<file path="src/sv/kskm_pkg.sv">
// ----------------------------------------------------------------------------
// Kaiser-Squires kernel multiplier package
// Shared widths, operation codes and the divider pipeline word.
// ----------------------------------------------------------------------------
package kskm_pkg;

  // Operation codes.
  localparam logic [1:0] OP_FWD  = 2'd0;
  localparam logic [1:0] OP_ADJ  = 2'd1;
  localparam logic [1:0] OP_INV  = 2'd2;
  localparam logic [1:0] OP_RSVD = 2'd3;

  // Dividend (magnitude plus half divisor), divisor and quotient widths.
  localparam int DW = 52;
  localparam int SDW = 17;
  localparam int QW = 34;

  // Word handed from one divider cell to the next.
  typedef struct packed {
    logic           vld;
    logic           zero;
    logic           neg_re;
    logic           neg_im;
    logic [SDW-1:0] den;
    logic [DW-1:0]  rem_re;
    logic [DW-1:0]  rem_im;
    logic [QW-1:0]  quo_re;
    logic [QW-1:0]  quo_im;
  } div_word_t;

endpackage

</file>
<file path="src/sv/kskm_div_cell.sv">
// ----------------------------------------------------------------------------
// Kaiser-Squires divider cell
// Resolves one quotient bit of both the real and imaginary division.
// ----------------------------------------------------------------------------
module kskm_div_cell import kskm_pkg::*; #(
  parameter int SHIFT = 0
) (
  input  logic      clk_i,
  input  logic      rst_ni,
  input  logic      en_i,
  input  div_word_t word_i,
  output div_word_t word_o
);

  logic [DW-1:0] trial;
  div_word_t     word_d;
  div_word_t     word_q;

  // Divisor aligned to this cell's quotient bit.
  assign trial = DW'(word_i.den) << SHIFT;

  // Restoring step on both numerators.
  always_comb begin
    word_d = word_i;
    if (word_i.rem_re >= trial) begin
      word_d.rem_re        = word_i.rem_re - trial;
      word_d.quo_re[SHIFT] = 1'b1;
    end
    if (word_i.rem_im >= trial) begin
      word_d.rem_im        = word_i.rem_im - trial;
      word_d.quo_im[SHIFT] = 1'b1;
    end
  end

  // The whole word moves on when the pipeline advances.
  always_ff @(posedge clk_i or negedge rst_ni) begin
    if (!rst_ni) begin
      word_q <= '0;
    end else if (en_i) begin
      word_q <= word_d;
    end
  end

  assign word_o = word_q;

endmodule

</file>
<file path="config.mk">
export PLATFORM = sky130hd
export DESIGN_NAME = kskm_div_cell
export DESIGN_NICKNAME = d
export VERILOG_FILES = /design/src/sv/kskm_pkg.sv /design/src/sv/kskm_div_cell.sv
export SDC_FILE = /design/constraint.sdc
export NUM_CORES = 1
export LEC_CHECK = 0
export BUFFER_PORTS_ARGS = -buffer_cell sky130_fd_sc_hd__clkbuf_2
export CAP_MARGIN = 5
export CELL_PAD_IN_SITES_DETAIL_PLACEMENT = 1
export CELL_PAD_IN_SITES_GLOBAL_PLACEMENT = 1
export CORE_MARGIN = 2
export CORE_UTILIZATION = 37
export DETAILED_ROUTE_END_ITERATION = 7
export PLACE_DENSITY_LB_ADDON = 0.1
export SLEW_MARGIN = 20
export SYNTH_ARGS = -nofsm -noshare
export SYNTH_HDL_FRONTEND = slang
export SYNTH_SLANG_ARGS = --single-unit
</file>
<file path="constraint.sdc">
create_clock -name clk_i -period 0.9 [get_ports clk_i]
set_input_delay 0.09 -clock clk_i [delete_from_list [all_inputs] [get_ports clk_i]]
set_output_delay 0.09 -clock clk_i [all_outputs]
set_load 0.005 [all_outputs]
</file>
==> flow_summary.toml, run 1 <==
[placement]
gp_congestion = 0.875
hpwl_um = 33400
port_buffers = 388

[yosys]
synth_edf_count = 0
ys_seq_elements = 193
syn-cell-area_mm2 = 0.0107
synthFlopType = "dfrtp_1"
ys_seq_area_share_pct = 45.2
syn_nets = 1319
synth.distinct_cells = 67
synthArstFlopShare_pct = 100
yosysWarnings = 0
synthCells = 1087
avgSynthCellArea_um2 = 9.84

[timing]
worst_endpoint = "word_o[123]$_DFFE_PN0P_/D"
worstEpCategory = "register input"

[floorplan]
die_h_um = 174
io_pins = 389
placementRows = 62
die_w_um = 174
start_util_pct = 37.5

[clock_network]
cts_sinks = 193
cts_root_buf = "clkbuf_16"
cts_buffer_depth = 2
cts_buffers = 17
htreeDepth = 4

[global_routing]
grt_max_degree = 40
track_usage_pct = 85.4
overflow = 489
antenna_found_initial = 4

[run_status]
error_line = "[ERROR GRT-0232] Routing congestion too high. Check the congestion heatmap in the GUI."
status = "aborted with a tool error"
stop_stage = "global routing"
==> what timing repair did <==
item / in CTS
cloned: 6
endpoints found under the setup margin: 299
resized for setup: 180
pin swaps: 107
hold endpoints to repair: 297
buffers inserted: 100
hold buffers: 105
==> Yosys cell counts, types with 7 or more instances <==
library cell	number	share of area, %
nor3_1	26	1.2
or3_1	21	1.2
nor4b_1	8	0.66
dfrtp_1	193	45
inv_1	31	1.1
a31oi_1	13	0.76
o21ai_0	21	0.98
nand4_1	12	0.70
nor2b_1	10	0.59
nor4_1	28	1.6
ha_1	34	4.0
nand3_1	13	0.61
nor2_1	150	5.3
xnor2_1	56	4.6
clkbuf_1	48	1.7
xor2_1	31	2.5
or4_1	7	0.49
mux2_2	92	9.7
mux2i_1	16	1.5
nand2_1	35	1.2
nand2b_1	11	0.64
a21oi_1	137	6.4
==> cell families after synthesis <==
group,share of synthesized area [%]
AND/OR/NAND/NOR,17.1
AO/OA/AOI/OAI,11.8
flip-flops,45.2
multiplexers,11.2
XOR/XNOR,7.13
buffers and inverters,3.21
adder cells (fa/ha/maj),4.35
==> routing by layer <==
metal	GRT usage [%]	overflow
met1	83.0	1
met2	102	305
met3	71.1	2
met4	94.8	181
met5	18.3	0
==> through the flow <==
stage,cells,area [um2],worst slack (ns)
2_1_floorplan,1087,11700,-2.07
3_3_place_gp,2122,16200,-2.28
3_5_place_dp,2122,16200,-2.33
4_1_cts,2363,19600,-1.61
==> run 2, diff against run 1 <==
Settings changed: CELL_PAD_IN_SITES_DETAIL_PLACEMENT 1 to default, CELL_PAD_IN_SITES_GLOBAL_PLACEMENT 1 to default, CORE_UTILIZATION 37 to 35, PLACE_DENSITY_LB_ADDON 0.1 to 0.15.
==> flow_summary.toml, run 2 <==
[yosys]
yosysWarnings = 0
ys_seq_area_share_pct = 45.2
synth_top_cell_by_area = "dfrtp_1"
synth_edf_count = 0
synth.distinct_cells = 67
synthTopCellsByArea = "dfrtp_1 (45%), mux2_2 (9.7%), a21oi_1 (6.4%)"
synthArstFlopShare_pct = 100
synthCells = 1087
synthFlopType = "dfrtp_1"
yosysTopAreaCellShare_pct = 45.2
ys_seq_elements = 193
syn-cell-area_mm2 = 0.0107
synth_most_common_cell = "dfrtp_1"
avgSynthCellArea_um2 = 9.84
synthTopCellsByCount = "dfrtp_1 (193), nor2_1 (150), a21oi_1 (137)"
syn_nets = 1319

[power_and_ir_drop]
peakVddDrop_mv = 0.955
power.density_mw_per_mm2 = 1310
switching_share_pct = 30.3
p_leak_nw = 9.45
p_sw_mw = 8.06
intPower_mw = 18.5
power.share.clock_pct = 28.0
p_seq_share_pct = 38.6
p_comb_share_pct = 33.3

[drt]
vias_per_cell = 4.92
drt_drc_violations_left = 0
drt_iter0_markers = 537
first_pass_iters = 5
ant_nets = 0
route.vias.total = 11800
wl_um = 42400
wl_per_cell_um = 17.6

[global_routing]
track_usage_pct = 25.9
antenna_found_initial = 6
overflow = 0
grt_pass1_vias = 12100
grt_max_degree = 41
grt_pass1_wl_um = 63500

[critical_path]
cpMaxStageDelayCell = "or4_4"
end_kind = "flip-flop"
path_cells = "buf_6, or4_4, or3_4, or4_4, or3b_4, or3_4, buf_12, buf_12, mux2i_1, a21oi_1"
cp_max_fo = 15
critPathBufInv = 3
crit_required_ns = 1.24
cp_top_family = "simple AND/OR/NAND/NOR gates"
max_stage_delay_ns = 0.52
critPathArrivalTime_ns = 2.86
worst-setup-path-type = "input pin to flip-flop"
start_kind = "input pin"

[floorplan]
placementRows = 63
start_util_pct = 35.8
die_h_um = 179
io_pins = 389
dieArea_mm2 = 0.0320
die_w_um = 179
coreArea_mm2 = 0.0299

[timing]
fmax_ghz = 0.396
period_minus_slack_ns = 2.53
fin_setup_tns_ns = -177.48
finalClockSkew_ns = 0
max_slew_margin_pct = 67.2
setup_slack_ns = -1.63
period_share_pct = 281
maxSlewViolCount = 0
final-hold-violation-count = 0
rsz0062_at_grt = "yes"
worstMarginPinSlew_ns = 0.490
setup_viol = 303

[final_layout]
finish.utilization_pct = 67.8
area_delta_synth_final_pct = 89.5
drive_above_1_share_pct = 57.4
final_cell_mix = "buf_4 (375), clkbuf_2 (362), dfrtp_1 (193)"
layout_commonest_cell = "buf_4"
largest_reg_flops = 193
register_area_mm2 = 0.00483
multi_input_area_mm2 = 0.00712
fill_cells = 2324
nNetsFinal = 2231

[clock_network]
cts_sinks = 193
cts_buffer_depth = 2
clk_pin_slew_ns = 0.08
cts_buffers = 17
tritoncts = "done"
clk_latency_ns = 0.45
cts_root_buf = "clkbuf_16"
htreeDepth = 4

[run_status]
status = "finished with violations"
violations = "setup timing"

[placement]
port_buffers = 388
hpwl_um = 30300
gp_congestion = 0.916

[worst_hold_path]
min_path_type = "input pin to flip-flop"

[job]
drv_cap = 0
run 2: final timing paths:
kind	from	slack (ns)	endpoint	depth (start not counted)
max	word_i[142]	-1.63	word_o[129]	10
max reg2reg	word_o[72]	-0.04	word_o[72]	4
min	word_i[148]	0.03	word_o[148]	4
max in group asynchronous	rst_ni	0.24	word_o[143]	3
min reg2reg	word_o[42]	0.51	word_o[42]	1
min in group asynchronous	rst_ni	0.14	word_o[46]	2
run 2: stage by stage:
stage	setup WS, ns	area, um2	hold slack [ns]	std cells	total power [mW]
after floorplan	-2.07	11700	-0.206	1087	13.4
after global placement	-2.20	16200	0.00969	2116	17.1
after detailed placement	-2.23	16200	0.0133	2116	17.2
after CTS	-1.54	19300	-0.0140	2339	26.1
after global routing	-1.62	20300	0.0209	2406	28.0
final	-1.63	20300	0.0267	2407	26.6
run 2: layout make-up:
type	instances	area share, %
clock buffers	20	2.21
flip-flops and latches	193	23.8
clock inverters	11	0.531
well taps	390	2.41
inverters	31	0.698
multi-input cells	810	35.1
repair buffers	946	35.1
diodes	6	0.0741
run 2: kinds of logic after synthesis:
group	Yosys count	synth area share [%]
simple gates	360	17.1
compound gates	219	11.8
flops	193	45.2
mux	108	11.2
xor+xnor	87	7.13
buf+inv	84	3.21
fa+ha+maj	36	4.35
run 2: metal layers:
layer	share of wire (%)	up-vias	track usage [%]
met4	3.0	0	10.6
met5	0	-	0
met3	5.6	65	5.07
met2	50	374	44.9
li1	-	5700	-
met1	41	5701	31.3
run 2: power groups by stage:
stage | logic, mW | registers (mW) | clock network (mW)
floorplan | 2.98 | 10.4 | 0
CTS | 8.17 | 10.2 | 7.66
global route | 9.61 | 10.4 | 8.03
global placement | 6.74 | 10.4 | 0
finish | 8.86 | 10.3 | 7.45
detailed placement | 6.80 | 10.4 | 0
run 2: repair_timing:
item,4_1_cts,5_1_grt
endpoints found under the hold margin,304,0
gates cloned,4,0
pin swaps,90,79
endpoints found under the setup margin,299,306
buffers inserted,89,70
resized for setup,167,121
hold buffers,111,0
run 2: worst register-to-register path: cells and delay by family (launching register included):
kind | cells | cell delay [ns]
buffers and inverters | 2 | 0.26
DFF | 1 | 0.40
AOI/OAI and AO/OA | 1 | 0.05
and+or+nand+nor | 1 | 0.12
No activity file was read; power rests on OpenSTA's default activity.
